===== src/rtl/core/point_pair_distance_gradient_macros.svh =====
// ----------------------------------------------------------------------------
// point pair distance gradient assertion macros
// concurrent assertion helpers shared by the rtl files of the block
// ----------------------------------------------------------------------------
`ifndef POINT_PAIR_DISTANCE_GRADIENT_MACROS_SVH
`define POINT_PAIR_DISTANCE_GRADIENT_MACROS_SVH

`ifndef ASSERT_OFF

// property must hold at every clock edge out of reset
`define PPDG_ASSERT(lbl, clk, rst_n, prop, msg) \
  lbl: assert property (@(posedge clk) disable iff (!rst_n) prop) else $error(msg);

// condition must never be seen out of reset
`define PPDG_ASSERT_NEVER(lbl, clk, rst_n, cond, msg) \
  lbl: assert property (@(posedge clk) disable iff (!rst_n) !(cond)) else $error(msg);

`else

`define PPDG_ASSERT(lbl, clk, rst_n, prop, msg)

`define PPDG_ASSERT_NEVER(lbl, clk, rst_n, cond, msg)

`endif

`endif


===== src/rtl/core/ppdg_pkg.sv =====
// ----------------------------------------------------------------------------
// ppdg_pkg
// types, constants and helpers of the point pair distance gradient block
// ----------------------------------------------------------------------------
`timescale 1ns / 1ps

package ppdg_pkg;

  localparam int unsigned DATA_W    = 32;               // field width
  localparam int unsigned DIFF_W    = DATA_W + 1;       // exact a - b
  localparam int unsigned PROD_W    = 2 * DATA_W;       // one magnitude product
  localparam int unsigned ACC_W     = PROD_W + 3;       // signed sum of three products
  localparam int unsigned NUM_W     = ACC_W - 1;        // magnitude of the sum
  localparam int unsigned DIST_W    = DATA_W - 1;       // distance never sets the sign bit
  localparam int unsigned QUO_W     = DATA_W + 1;       // quotient with one guard bit
  localparam int unsigned REM_W     = DATA_W;           // partial remainder
  localparam int unsigned TRIAL_W   = DATA_W + 2;       // trial subtract width
  localparam int unsigned STEP_W    = 7;
  localparam int unsigned SQRT_BITS = 2 * DIST_W;       // radicand bits
  localparam logic [STEP_W-1:0] SQRT_STEPS = STEP_W'(DIST_W);
  localparam logic [STEP_W-1:0] DIV_STEPS  = STEP_W'(NUM_W);

  localparam logic [DATA_W-1:0] SAT_POS = {1'b0, {(DATA_W-1){1'b1}}};
  localparam logic [DATA_W-1:0] SAT_NEG = {1'b1, {(DATA_W-1){1'b0}}};

  typedef enum logic {
    ACT_PAIR   = 1'b0,
    ACT_COLUMN = 1'b1
  } ppdg_action_e;

  typedef enum logic {
    KIND_DIST = 1'b0,
    KIND_GRAD = 1'b1
  } ppdg_kind_e;

  typedef enum logic {
    MODE_SQRT = 1'b0,
    MODE_DIV  = 1'b1
  } ppdg_mode_e;

  typedef enum logic [2:0] {
    ST_IDLE,
    ST_MUL,
    ST_ACC,
    ST_FIN,
    ST_WAIT,
    ST_DONE
  } ppdg_state_e;

  typedef struct packed {
    logic       start;
    ppdg_mode_e mode;
  } ppdg_unit_ctrl_t;

  typedef struct packed {
    logic done;
    logic ovf;
  } ppdg_unit_stat_t;

  // magnitude of an exact difference, which never reaches 2^32
  function automatic logic [DATA_W-1:0] mag_diff(input logic signed [DIFF_W-1:0] v);
    logic [DIFF_W-1:0] t;
    t = v[DIFF_W-1] ? (~v + DIFF_W'(1)) : v;
    return t[DATA_W-1:0];
  endfunction

endpackage


===== src/rtl/core/ppdg_if.sv =====
// ----------------------------------------------------------------------------
// ppdg channel interfaces
// valid / ready channels for input words and result words
// ----------------------------------------------------------------------------
`timescale 1ns / 1ps

interface ppdg_in_if;
  import ppdg_pkg::*;

  logic                     valid;
  logic                     ready;
  logic                     action;
  logic signed [DATA_W-1:0] value_a_x;
  logic signed [DATA_W-1:0] value_a_y;
  logic signed [DATA_W-1:0] value_a_z;
  logic signed [DATA_W-1:0] value_b_x;
  logic signed [DATA_W-1:0] value_b_y;
  logic signed [DATA_W-1:0] value_b_z;

  modport source (
    output valid, action, value_a_x, value_a_y, value_a_z,
           value_b_x, value_b_y, value_b_z,
    input  ready
  );

  modport sink (
    input  valid, action, value_a_x, value_a_y, value_a_z,
           value_b_x, value_b_y, value_b_z,
    output ready
  );
endinterface

interface ppdg_out_if;
  import ppdg_pkg::*;

  logic                     valid;
  logic                     ready;
  logic signed [DATA_W-1:0] result_value;
  logic                     result_kind;
  logic                     saturated;

  modport source (
    output valid, result_value, result_kind, saturated,
    input  ready
  );

  modport sink (
    input  valid, result_value, result_kind, saturated,
    output ready
  );
endinterface


===== src/rtl/core/ppdg_root_div.sv =====
// ----------------------------------------------------------------------------
// ppdg_root_div
// shared restoring unit: integer square root or long division, one digit a cycle
// ----------------------------------------------------------------------------
`timescale 1ns / 1ps
`include "point_pair_distance_gradient_macros.svh"

module ppdg_root_div (
  input  logic                             clk_i,
  input  logic                             rst_ni,
  input  ppdg_pkg::ppdg_unit_ctrl_t        ctrl_i,
  input  logic [ppdg_pkg::NUM_W-1:0]       operand_i,
  input  logic [ppdg_pkg::DIST_W-1:0]      divisor_i,
  output ppdg_pkg::ppdg_unit_stat_t        stat_o,
  output logic [ppdg_pkg::QUO_W-1:0]       quot_o
);
  import ppdg_pkg::*;

  logic              busy_q;
  logic              done_q;
  logic [STEP_W-1:0] cnt_q;
  ppdg_mode_e        mode_q;

  logic [NUM_W-1:0]  num_q;
  logic [DIST_W-1:0] div_q;
  logic [REM_W-1:0]  rem_q;
  logic [QUO_W-1:0]  q_q;
  logic              ovf_q;

  logic [TRIAL_W-1:0] part_w;
  logic [TRIAL_W-1:0] trial_w;
  logic [TRIAL_W:0]   diff_w;
  logic               ge_w;
  logic [REM_W-1:0]   rem_bound_w;

  // sqrt brings down two radicand bits against 4*root+1, division one bit against d
  always_comb begin
    if (mode_q == MODE_SQRT) begin
      part_w  = {rem_q, num_q[NUM_W-1 -: 2]};
      trial_w = {q_q[DATA_W-1:0], 2'b01};
    end else begin
      part_w  = {1'b0, rem_q, num_q[NUM_W-1]};
      trial_w = {{(TRIAL_W-DIST_W){1'b0}}, div_q};
    end
    diff_w      = {1'b0, part_w} - {1'b0, trial_w};
    ge_w        = ~diff_w[TRIAL_W];
    rem_bound_w = {q_q[DIST_W-1:0], 1'b0};
  end

  always_ff @(posedge clk_i or negedge rst_ni) begin
    if (!rst_ni) begin
      busy_q <= 1'b0;
      done_q <= 1'b0;
      cnt_q  <= '0;
      mode_q <= MODE_SQRT;
    end else begin
      done_q <= busy_q && (cnt_q == STEP_W'(1));
      if (ctrl_i.start) begin
        busy_q <= 1'b1;
        mode_q <= ctrl_i.mode;
        cnt_q  <= (ctrl_i.mode == MODE_SQRT) ? SQRT_STEPS : DIV_STEPS;
      end else if (busy_q) begin
        cnt_q <= cnt_q - STEP_W'(1);
        if (cnt_q == STEP_W'(1)) begin
          busy_q <= 1'b0;
        end
      end
    end
  end

  always_ff @(posedge clk_i) begin
    if (ctrl_i.start) begin
      num_q <= operand_i;
      div_q <= divisor_i;
      rem_q <= '0;
      q_q   <= '0;
      ovf_q <= 1'b0;
    end else if (busy_q) begin
      num_q <= (mode_q == MODE_SQRT) ? {num_q[NUM_W-3:0], 2'b00} : {num_q[NUM_W-2:0], 1'b0};
      rem_q <= ge_w ? diff_w[REM_W-1:0] : part_w[REM_W-1:0];
      q_q   <= {q_q[QUO_W-2:0], ge_w};
      // a quotient bit pushed past the guard bit means far out of range
      ovf_q <= ovf_q | q_q[QUO_W-1];
    end
  end

  assign stat_o.done = done_q;
  assign stat_o.ovf  = ovf_q;
  assign quot_o      = q_q;

  `PPDG_ASSERT(a_start_when_free, clk_i, rst_ni, ctrl_i.start |-> !busy_q, "unit started while busy")
  `PPDG_ASSERT_NEVER(a_busy_has_steps, clk_i, rst_ni, busy_q && (cnt_q == '0), "busy with no steps left")
  `PPDG_ASSERT(a_root_rem_bound, clk_i, rst_ni, (busy_q && (mode_q == MODE_SQRT)) |-> (rem_q <= rem_bound_w), "sqrt remainder above twice the root")

endmodule


===== src/rtl/core/point_pair_distance_gradient.sv =====
// ----------------------------------------------------------------------------
// point_pair_distance_gradient
// euclidean distance between two 3-d points and its gradient per jacobian column
// ----------------------------------------------------------------------------
// A pair word (action 0) carries points A and B; the block keeps d = A - B
// exactly and returns floor(sqrt(dx^2 + dy^2 + dz^2)), clipped to 2^31-1 with
// saturated set. A column word (action 1) carries JA and JB for one joint and
// returns trunc((d . (JA - JB)) / |d|) clipped to the signed 32-bit range, or
// zero when gradient_enable is low or the stored distance is zero. The math is
// on raw integers, so the result is the same for any number of fraction bits
// (Q16.16 in normal use). Every word gives exactly one result word. In order:
// the word is taken, three passes go through the single 32x32 multiplier and
// accumulator (three products), a setup step starts the shared restoring
// root/divide unit at one digit a cycle: 31 steps for a distance, 66 steps
// for a gradient entry; then the result goes to the output register. A column
// that is answered with zero skips the multiplier and the unit. The input is
// not ready while a word is in work, but a new word is taken while the
// previous result still sits in the output register. gradient_enable resets
// to 1.
// ----------------------------------------------------------------------------
`timescale 1ns / 1ps
`include "point_pair_distance_gradient_macros.svh"

module point_pair_distance_gradient (
  input  logic         clk_i,
  input  logic         rst_ni,
  input  logic         cfg_we_i,
  input  logic         cfg_wdata_i,
  ppdg_in_if.sink      in_i,
  ppdg_out_if.source   out_o
);
  import ppdg_pkg::*;

  // sequencer
  ppdg_state_e state_q, state_d;
  logic [1:0]  cnt_q;
  logic        in_fire;
  logic        out_free;

  // configuration
  logic grad_en_q;

  // stored pair state and the current column
  logic signed [DIFF_W-1:0] diff_x_q, diff_y_q, diff_z_q;
  logic signed [DIFF_W-1:0] jv_x_q, jv_y_q, jv_z_q;
  logic [DIST_W-1:0]        pair_dist_q;
  ppdg_action_e             action_q;

  // multiply / accumulate
  logic signed [DIFF_W-1:0] sel_d_w, sel_j_w;
  logic [DATA_W-1:0]        mag_a_w, mag_b_w;
  logic [PROD_W-1:0]        prod_w;
  logic [PROD_W-1:0]        prod_q;
  logic                     prod_neg_q;
  logic signed [ACC_W-1:0]  acc_q;
  logic                     acc_neg_q;
  logic [ACC_W-1:0]         acc_mag_w;
  logic                     dist_sat_w;

  // root / divide unit
  ppdg_unit_ctrl_t    unit_ctrl;
  ppdg_unit_stat_t    unit_stat;
  logic [NUM_W-1:0]   unit_operand;
  logic [QUO_W-1:0]   unit_quot;

  // gradient clip
  logic              quot_big_w;
  logic              grad_sat_w;
  logic [DATA_W-1:0] grad_val_w;

  // pending result and output register
  logic [DATA_W-1:0] res_value_q;
  ppdg_kind_e        res_kind_q;
  logic              res_sat_q;
  logic              out_valid_q;
  logic [DATA_W-1:0] out_value_q;
  ppdg_kind_e        out_kind_q;
  logic              out_sat_q;

  assign in_fire  = in_i.valid && in_i.ready;
  assign out_free = !out_valid_q || out_o.ready;

  // operand select for the shared multiplier, one axis per pass
  always_comb begin
    case (cnt_q)
      2'd0:    begin sel_d_w = diff_x_q; sel_j_w = jv_x_q; end
      2'd1:    begin sel_d_w = diff_y_q; sel_j_w = jv_y_q; end
      default: begin sel_d_w = diff_z_q; sel_j_w = jv_z_q; end
    endcase
  end

  assign mag_a_w = mag_diff(sel_d_w);
  assign mag_b_w = (action_q == ACT_COLUMN) ? mag_diff(sel_j_w) : mag_a_w;
  assign prod_w  = PROD_W'(mag_a_w) * PROD_W'(mag_b_w);

  // sum of squares is never negative; at or above 2^62 the root passes 2^31-1
  assign dist_sat_w = |acc_q[ACC_W-1:SQRT_BITS];
  assign acc_mag_w  = acc_q[ACC_W-1] ? (~acc_q + ACC_W'(1)) : acc_q;

  // quotient clip: the guard and overflow bits flag anything at or past 2^32
  always_comb begin
    quot_big_w = unit_stat.ovf | unit_quot[QUO_W-1];
    if (acc_neg_q) begin
      grad_sat_w = quot_big_w | (unit_quot[DATA_W-1] & (|unit_quot[DATA_W-2:0]));
      grad_val_w = grad_sat_w ? SAT_NEG : (~unit_quot[DATA_W-1:0] + DATA_W'(1));
    end else begin
      grad_sat_w = quot_big_w | unit_quot[DATA_W-1];
      grad_val_w = grad_sat_w ? SAT_POS : unit_quot[DATA_W-1:0];
    end
  end

  // next state
  always_comb begin
    state_d = state_q;
    unique case (state_q)
      ST_IDLE: begin
        if (in_fire) begin
          if ((in_i.action == ACT_COLUMN) && (!grad_en_q || (pair_dist_q == '0))) begin
            state_d = ST_DONE;
          end else begin
            state_d = ST_MUL;
          end
        end
      end
      ST_MUL: state_d = ST_ACC;
      ST_ACC: state_d = (cnt_q == 2'd2) ? ST_FIN : ST_MUL;
      ST_FIN: begin
        if ((action_q == ACT_PAIR) && dist_sat_w) begin
          state_d = ST_DONE;
        end else begin
          state_d = ST_WAIT;
        end
      end
      ST_WAIT: begin
        if (unit_stat.done) begin
          state_d = ST_DONE;
        end
      end
      ST_DONE: begin
        if (out_free) begin
          state_d = ST_IDLE;
        end
      end
      default: state_d = ST_IDLE;
    endcase
  end

  // sequencer outputs
  always_comb begin
    in_i.ready      = (state_q == ST_IDLE);
    unit_ctrl.start = 1'b0;
    unit_ctrl.mode  = MODE_SQRT;
    unit_operand    = {acc_q[SQRT_BITS-1:0], {(NUM_W-SQRT_BITS){1'b0}}};
    unique case (state_q)
      ST_FIN: begin
        if (action_q == ACT_PAIR) begin
          unit_ctrl.start = !dist_sat_w;
        end else begin
          unit_ctrl.start = 1'b1;
          unit_ctrl.mode  = MODE_DIV;
          unit_operand    = acc_mag_w[NUM_W-1:0];
        end
      end
      default: begin
      end
    endcase
  end

  ppdg_root_div u_root_div (
    .clk_i     (clk_i),
    .rst_ni    (rst_ni),
    .ctrl_i    (unit_ctrl),
    .operand_i (unit_operand),
    .divisor_i (pair_dist_q),
    .stat_o    (unit_stat),
    .quot_o    (unit_quot)
  );

  // control state, stored pair state and configuration
  always_ff @(posedge clk_i or negedge rst_ni) begin
    if (!rst_ni) begin
      state_q     <= ST_IDLE;
      cnt_q       <= '0;
      grad_en_q   <= 1'b1;
      diff_x_q    <= '0;
      diff_y_q    <= '0;
      diff_z_q    <= '0;
      pair_dist_q <= '0;
      out_valid_q <= 1'b0;
    end else begin
      state_q <= state_d;
      if (cfg_we_i) begin
        grad_en_q <= cfg_wdata_i;
      end
      if (in_fire) begin
        cnt_q <= '0;
        if (in_i.action == ACT_PAIR) begin
          diff_x_q <= DIFF_W'(in_i.value_a_x) - DIFF_W'(in_i.value_b_x);
          diff_y_q <= DIFF_W'(in_i.value_a_y) - DIFF_W'(in_i.value_b_y);
          diff_z_q <= DIFF_W'(in_i.value_a_z) - DIFF_W'(in_i.value_b_z);
        end
      end else if (state_q == ST_ACC) begin
        cnt_q <= cnt_q + 2'd1;
      end
      // the stored distance is the clipped one
      if ((state_q == ST_FIN) && (action_q == ACT_PAIR) && dist_sat_w) begin
        pair_dist_q <= SAT_POS[DIST_W-1:0];
      end else if ((state_q == ST_WAIT) && unit_stat.done && (action_q == ACT_PAIR)) begin
        pair_dist_q <= unit_quot[DIST_W-1:0];
      end
      if ((state_q == ST_DONE) && out_free) begin
        out_valid_q <= 1'b1;
      end else if (out_o.ready) begin
        out_valid_q <= 1'b0;
      end
    end
  end

  // datapath registers
  always_ff @(posedge clk_i) begin
    if (in_fire) begin
      action_q <= ppdg_action_e'(in_i.action);
      acc_q    <= '0;
      // column answered at once with zero when disabled or distance is zero
      res_value_q <= '0;
      res_kind_q  <= KIND_GRAD;
      res_sat_q   <= 1'b0;
      if (in_i.action == ACT_COLUMN) begin
        jv_x_q <= DIFF_W'(in_i.value_a_x) - DIFF_W'(in_i.value_b_x);
        jv_y_q <= DIFF_W'(in_i.value_a_y) - DIFF_W'(in_i.value_b_y);
        jv_z_q <= DIFF_W'(in_i.value_a_z) - DIFF_W'(in_i.value_b_z);
      end
    end
    if (state_q == ST_MUL) begin
      prod_q     <= prod_w;
      prod_neg_q <= (action_q == ACT_COLUMN) && (sel_d_w[DIFF_W-1] != sel_j_w[DIFF_W-1]);
    end
    if (state_q == ST_ACC) begin
      acc_q <= prod_neg_q ? (acc_q - $signed(ACC_W'(prod_q)))
                          : (acc_q + $signed(ACC_W'(prod_q)));
    end
    if (state_q == ST_FIN) begin
      acc_neg_q <= acc_q[ACC_W-1];
      if ((action_q == ACT_PAIR) && dist_sat_w) begin
        res_value_q <= SAT_POS;
        res_kind_q  <= KIND_DIST;
        res_sat_q   <= 1'b1;
      end
    end
    if ((state_q == ST_WAIT) && unit_stat.done) begin
      if (action_q == ACT_PAIR) begin
        res_value_q <= {1'b0, unit_quot[DIST_W-1:0]};
        res_kind_q  <= KIND_DIST;
        res_sat_q   <= 1'b0;
      end else begin
        res_value_q <= grad_val_w;
        res_kind_q  <= KIND_GRAD;
        res_sat_q   <= grad_sat_w;
      end
    end
    // output word register, loaded when empty or being taken
    if ((state_q == ST_DONE) && out_free) begin
      out_value_q <= res_value_q;
      out_kind_q  <= res_kind_q;
      out_sat_q   <= res_sat_q;
    end
  end

  assign out_o.valid        = out_valid_q;
  assign out_o.result_value = out_value_q;
  assign out_o.result_kind  = out_kind_q;
  assign out_o.saturated    = out_sat_q;

  `PPDG_ASSERT(a_column_keeps_dist, clk_i, rst_ni, (in_fire && (in_i.action == ACT_COLUMN)) |=> $stable(pair_dist_q), "column word changed the stored distance")
  `PPDG_ASSERT_NEVER(a_dist_nonneg, clk_i, rst_ni, out_o.valid && (out_o.result_kind == KIND_DIST) && out_o.result_value[DATA_W-1], "negative distance word")
  `PPDG_ASSERT(a_dist_sat_max, clk_i, rst_ni, (out_o.valid && (out_o.result_kind == KIND_DIST) && out_o.saturated) |-> (out_o.result_value == SAT_POS), "clipped distance is not the maximum")

endmodule


===== src/flat_wrapper.sv =====
// flat-port wrapper written by rule: the top's interface ports become plain ports
module point_pair_distance_gradient_flat import ppdg_pkg::*;
  (clk_i, rst_ni, cfg_we_i, cfg_wdata_i, in_i_valid, in_i_action, in_i_value_a_x, in_i_value_a_y, in_i_value_a_z, in_i_value_b_x, in_i_value_b_y, in_i_value_b_z, in_i_ready, out_o_valid, out_o_result_value, out_o_result_kind, out_o_saturated, out_o_ready);
  ppdg_in_if in_i_i ();
  ppdg_out_if out_o_i ();
  input  logic clk_i;
  input  logic rst_ni;
  input  logic cfg_we_i;
  input  logic cfg_wdata_i;
  input wire logic [$bits(in_i_i.valid)-1:0] in_i_valid;
  input wire logic [$bits(in_i_i.action)-1:0] in_i_action;
  input wire logic [$bits(in_i_i.value_a_x)-1:0] in_i_value_a_x;
  input wire logic [$bits(in_i_i.value_a_y)-1:0] in_i_value_a_y;
  input wire logic [$bits(in_i_i.value_a_z)-1:0] in_i_value_a_z;
  input wire logic [$bits(in_i_i.value_b_x)-1:0] in_i_value_b_x;
  input wire logic [$bits(in_i_i.value_b_y)-1:0] in_i_value_b_y;
  input wire logic [$bits(in_i_i.value_b_z)-1:0] in_i_value_b_z;
  output wire logic [$bits(in_i_i.ready)-1:0] in_i_ready;
  output wire logic [$bits(out_o_i.valid)-1:0] out_o_valid;
  output wire logic [$bits(out_o_i.result_value)-1:0] out_o_result_value;
  output wire logic [$bits(out_o_i.result_kind)-1:0] out_o_result_kind;
  output wire logic [$bits(out_o_i.saturated)-1:0] out_o_saturated;
  input wire logic [$bits(out_o_i.ready)-1:0] out_o_ready;
  assign in_i_i.valid = in_i_valid;
  assign in_i_i.action = in_i_action;
  assign in_i_i.value_a_x = in_i_value_a_x;
  assign in_i_i.value_a_y = in_i_value_a_y;
  assign in_i_i.value_a_z = in_i_value_a_z;
  assign in_i_i.value_b_x = in_i_value_b_x;
  assign in_i_i.value_b_y = in_i_value_b_y;
  assign in_i_i.value_b_z = in_i_value_b_z;
  assign in_i_ready = in_i_i.ready;
  assign out_o_valid = out_o_i.valid;
  assign out_o_result_value = out_o_i.result_value;
  assign out_o_result_kind = out_o_i.result_kind;
  assign out_o_saturated = out_o_i.saturated;
  assign out_o_i.ready = out_o_ready;
  point_pair_distance_gradient u_core (.clk_i(clk_i), .rst_ni(rst_ni), .cfg_we_i(cfg_we_i), .cfg_wdata_i(cfg_wdata_i), .in_i(in_i_i), .out_o(out_o_i));
endmodule

===== config.mk =====
export PLATFORM = sky130hd
export DESIGN_NAME = point_pair_distance_gradient_flat
export DESIGN_NICKNAME = d
export VERILOG_FILES = /design/src/rtl/core/ppdg_pkg.sv /design/src/rtl/core/ppdg_if.sv /design/src/rtl/core/ppdg_root_div.sv /design/src/rtl/core/point_pair_distance_gradient.sv /design/src/flat_wrapper.sv
export VERILOG_INCLUDE_DIRS = /design/src /design/src/rtl/core
export SDC_FILE = /design/constraint.sdc
export NUM_CORES = 2
export LEC_CHECK = 0
export BUFFER_PORTS_ARGS = -buffer_cell sky130_fd_sc_hd__buf_2
export CORE_MARGIN = 2
export CORE_UTILIZATION = 60
export DETAILED_ROUTE_END_ITERATION = 7
export PLACE_DENSITY = 0.77
export SLEW_MARGIN = 20
export SYNTH_ARGS = -nofsm -noshare
export SYNTH_HDL_FRONTEND = slang
export SYNTH_HIERARCHICAL = 1
export SYNTH_SLANG_ARGS = --single-unit
export TNS_END_PERCENT = 1

===== constraint.sdc =====
create_clock -name clk_i -period 12.9 [get_ports clk_i]
set_input_delay 2.58 -clock clk_i [delete_from_list [all_inputs] [get_ports clk_i]]
set_output_delay 2.58 -clock clk_i [all_outputs]
set_load 0.01 [all_outputs]

==> tab_implementation.tex <==
\begin{tabular}{lr}
\hline
Metric & Value \\
\hline
\multicolumn{2}{l}{\textbf{Clock tree}} \\
Total clock buffers created by CTS & 69 \\
Worst-case clock buffer depth & 3 \\
Clock latency on the worst-skew pair & 670 ps \\
Root buffer cell & sky130\_fd\_sc\_hd\_\_clkbuf\_16 \\
Resize count post-CTS & 0 \\
Hold bufs inserted after CTS & 0 \\
TritonCTS clock tree & yes \\
Clk pin slew, worst setup/hold paths & 60 ps \\
Post-CTS Setup Inserts & 0 \\
H-Tree Level Count & 3 \\
Number of sinks handled by clock tree synthesis & 611 \\
\multicolumn{2}{l}{\textbf{Timing}} \\
Total setup violations reported at the end of the flow & 0 \\
Final hold vios & 0 \\
Time the worst path needs with I/O delays and setup & 11,710 ps \\
Measured slew at the worst slew-check pin & 1140 ps \\
Unrepaired setup endpoints after global routing & false \\
Worst relative slew slack & 0.234 \\
Final count of pins violating max slew & 0 \\
Period utilisation layout & 0.908 \\
Highest clock rate & 0.0854 GHz \\
Total Negative Setup Slacks & 0 ps \\
Layout Skew & 57.3 ps \\
Crit path setup slack, layout & 1190 ps \\
\multicolumn{2}{l}{\textbf{Yosys}} \\
Mapped Cells & 8,278 \\
Yosys synthesis warning count & 6 \\
Netlist area before placement & 0.0736 mm2 \\
Adder-cell share of the synthesized area & 0.325 \\
Compound-cell area share of the yosys netlist & 0.132 \\
Count of unique library cells instantiated by Yosys & 111 \\
Post-synth EDFFs & 364 \\
Number of synthesized register bits & 611 \\
Mean instance size in the synthesized netlist & 8.89 um2 \\
Largest family of logic cells by synthesized area & adder cells \\
Simple-gate share of the synthesized area & 0.151 \\
Fraction of synthesized cell area in xor and xnor cells & 0.0541 \\
Dominant cells by area after synthesis & sky130\_fd\_sc\_hd\_\_fa\_1 (25\%), sky130\_fd\_sc\_hd\_\_edfxtp\_1 (15\%), sky130\_fd\_sc\_hd\_\_ha\_1 (8.0\%), sky130\_fd\_sc\_hd\_\_nand2\_1 (5.8\%), sky130\_fd\_sc\_hd\_\_inv\_1 (5.8\%) \\
Share of the synthesized area in the top cell type & 0.245 \\
Flip-flop cell with the highest count after synthesis & sky130\_fd\_sc\_hd\_\_edfxtp\_1 \\
Post-synthesis async set-or-reset flop share & 0.241 \\
Sequential area share after synthesis & 0.226 \\
Dominant cell type by area after synthesis & sky130\_fd\_sc\_hd\_\_fa\_1 \\
Portion of netlist area occupied by mux cells & 0.0300 \\
Mapped Nets & 9,847 \\
\multicolumn{2}{l}{\textbf{Worst setup path}} \\
Largest fanout of any net on the critical path & 39 \\
Crit start category & flop \\
Max stage delay cell, worst path & sky130\_fd\_sc\_hd\_\_nor2\_4 \\
CP most frequent cell & sky130\_fd\_sc\_hd\_\_fa\_1 \\
Type of the worst setup path & flop to flop \\
Arrival time of the worst setup path & 12,090 ps \\
Sort of element at the end of the critical path & flop \\
Critical path data required time & 13,280 ps \\
Highest cell delay on the worst timing path & 830 ps \\
\multicolumn{2}{l}{\textbf{Routing}} \\
Number of routed nets with antenna violations & 0 \\
1st-pass router iterations & 6 \\
Vias after detailed routing & 60,400 \\
Remaining routing DRC violations & 0 \\
Routed wire per std cell & around 22 um \\
Total wire length & 221 mm \\
Vias per Instance & between 6 and 7 \\
Initial DRC count & 6,151 \\
\multicolumn{2}{l}{\textbf{Global route}} \\
Largest net degree at the start of global routing & between 150 and 200 \\
Wire length of the first global-routing pass & between 300 and 400 mm \\
Total Routing Usage GR & 0.353 \\
GR Overflow Total & 0 \\
Via count of the first global-routing pass & a little over 60,000 \\
Number of antenna violations at the first check in global routing & 7 \\
\multicolumn{2}{l}{\textbf{Place}} \\
Post-Place Cells & between 9,000 and 10,000 \\
Routability Congestion & 1.02 \\
Buffers on Ports & 234 \\
HPWL after DPL & 170 mm \\
Placement-stage worst setup slack & 1320 ps \\
\multicolumn{2}{l}{\textbf{Worst hold path}} \\
Min-delay worst type & flop to flop \\
\multicolumn{2}{l}{\textbf{Floorplan}} \\
Number of cell rows & 128 \\
Die Y-Extent & 354 um \\
Initial cell density of the core & 0.604 \\
Die W & approximately 350 um \\
Core outline area & approximately 0.12 mm2 \\
Number of top-level pins & roughly 240 \\
Floorplan die area & 0.125 mm2 \\
\multicolumn{2}{l}{\textbf{Finish}} \\
Total number of nets in the final design & 9,894 \\
Final cell count without fillers & between 10,000 and 15,000 \\
Layout cells sized above 1 & 0.0858 \\
Layout Area Growth over Synthesis & 7.17\% \\
\multicolumn{2}{l}{\textbf{Flow run}} \\
Max-cap check violation count & 0 \\
\multicolumn{2}{l}{\textbf{Outcome}} \\
Status & completed \\
\hline
\end{tabular}
==> final cells by class <==
type / instances / area [um2]
multi-input combinational: 6135 / 51200
clock buffer: 92 / 1960
inverter: 1132 / 4250
sequential: 611 / 16600
clock inverter: 32 / 444
tap: 1625 / 2030
timing repair buffer: 376 / 2260
antenna: 6 / 15.0
fill: 10100 / 42900
==> sequential cells by signal, summed over array words and instances, names as in the netlist, 33 cells and up <==
signal and count:
u_core/acc_q 67, u_core/diff_x_q 33, u_core/diff_y_q 33, u_core/diff_z_q 33, u_core/jv_x_q 33, u_core/jv_y_q 33, u_core/jv_z_q 33, u_core/prod_q 64
u_core/u_root_div/num_q 66, u_core/u_root_div/quot_o 33
==> path summary, 6_finish.rpt <==
| check | from | endpoint | slack, ps | cells after the start |
|---|---|---|---|---|
| min in group asynchronous | rst_ni | u_core/u_root_div/busy_q$_DFF_PN0_ | 1940 | 1 |
| max in group asynchronous | rst_ni | u_core/diff_z_q[29]$_DFFE_PN0P_ | 9690 | 2 |
| min reg2reg | u_core/res_value_q[15]$_DFF_P_ | u_core/out_o.result_value[15]$_DFFE_PP_ | 420 | 0 |
| max reg2reg | u_core/cnt_q[0]$_DFFE_PN0P_ | u_core/prod_q[57]$_DFFE_PP_ | 1190 | 37 |
| min | u_core/res_value_q[15]$_DFF_P_ | u_core/out_o.result_value[15]$_DFFE_PP_ | 420 | 0 |
| max | u_core/cnt_q[0]$_DFFE_PN0P_ | u_core/prod_q[57]$_DFFE_PP_ | 1190 | 37 |
==> kinds of logic (layout without fill, tap and decap cells) <==
kind of cell,after synthesis,count (layout)
compound gates,1503,1503
other cells,0,6
xor+xnor,447,447
flops,611,611
buf+inv,1532,1632
fa+ha+maj,1370,1370
mux,212,212
simple gates,2603,2603
==> synthesized netlist by cell type (all sizes together) (37+ instances only) <==
master  instances
a211oi         78
a21o          158
a21oi         425
a22o           64
a31oi          55
and2           39
buf           128
clkbuf        272
dfrtp         146
dfxtp         100
edfxtp        364
fa            901
ha            469
inv          1132
mux2           63
mux2i         149
nand2        1140
nand2b         56
nand3          82
nand4          60
nor2          950
nor3           83
o21a           37
o21ai         406
o21bai         38
o31ai          39
xnor2         261
xor2          186
==> placed cells by master, fill, tap and decap left out, types with 36 or more instances in the layout <==
| cell type | instances |
|---|---|
| sky130_fd_sc_hd__buf_2 | 233 |
| sky130_fd_sc_hd__fa_1 | 901 |
| sky130_fd_sc_hd__and3_1 | 36 |
| sky130_fd_sc_hd__a21oi_1 | 399 |
| sky130_fd_sc_hd__a21o_1 | 156 |
| sky130_fd_sc_hd__a211oi_1 | 75 |
| sky130_fd_sc_hd__dfrtp_1 | 144 |
| sky130_fd_sc_hd__clkbuf_16 | 71 |
| sky130_fd_sc_hd__o21a_1 | 37 |
| sky130_fd_sc_hd__ha_1 | 467 |
| sky130_fd_sc_hd__mux2_2 | 61 |
| sky130_fd_sc_hd__nand2b_1 | 56 |
| sky130_fd_sc_hd__nand2_1 | 1134 |
| sky130_fd_sc_hd__nor3_1 | 77 |
| sky130_fd_sc_hd__nor2_1 | 928 |
| sky130_fd_sc_hd__buf_4 | 140 |
| sky130_fd_sc_hd__mux2i_1 | 148 |
| sky130_fd_sc_hd__edfxtp_1 | 364 |
| sky130_fd_sc_hd__nand4_1 | 58 |
| sky130_fd_sc_hd__xor2_1 | 178 |
| sky130_fd_sc_hd__xnor2_1 | 242 |
| sky130_fd_sc_hd__o21bai_1 | 37 |
| sky130_fd_sc_hd__o21ai_0 | 349 |
| sky130_fd_sc_hd__dfxtp_1 | 100 |
| sky130_fd_sc_hd__nand3_1 | 82 |
| sky130_fd_sc_hd__inv_1 | 1128 |
| sky130_fd_sc_hd__a22o_1 | 64 |
| sky130_fd_sc_hd__o21ai_1 | 45 |
| sky130_fd_sc_hd__a31oi_1 | 54 |
| sky130_fd_sc_hd__o31ai_1 | 38 |
==> stage by stage <==
| step | area (um2) | hold slack [ps] | utilization |
|---|---|---|---|
| 4_1_cts | 78800 | 423 | 0.647 |
| 3_5_place_dp | 76400 | 418 | 0.628 |
| 5_1_grt | 78800 | 444 | 0.647 |
| 6_report | 78800 | 421 | 0.648 |
| 3_3_place_gp | 76400 | 418 | 0.627 |
| 2_1_floorplan | 73600 | 403 | - |
==> worst max-delay path: cells and delay by family (launching register included) <==
kind | cells | cell delay [ps]
and+or+nand+nor | 5 | 1690
AOI/OAI and AO/OA | 12 | 3530
adders and majority gates | 10 | 4560
DFF | 1 | 390
buffers and inverters | 8 | 920
xor gates and xnor gates | 2 | 320
==> metal layers <==
metal / track usage / part of all wire / vias up
li1: - / - / 27200
met1: 0.457 / 0.39 / 29200
met2: 0.552 / 0.44 / 3182
met3: 0.0906 / 0.11 / 744
met4: 0.179 / 0.062 / 4
met5: 0 / 0.00012 / -
Power is left out: the tool's default activity adds up to more than one toggle a clock period on the data nets, which glitch-free logic cannot reach.
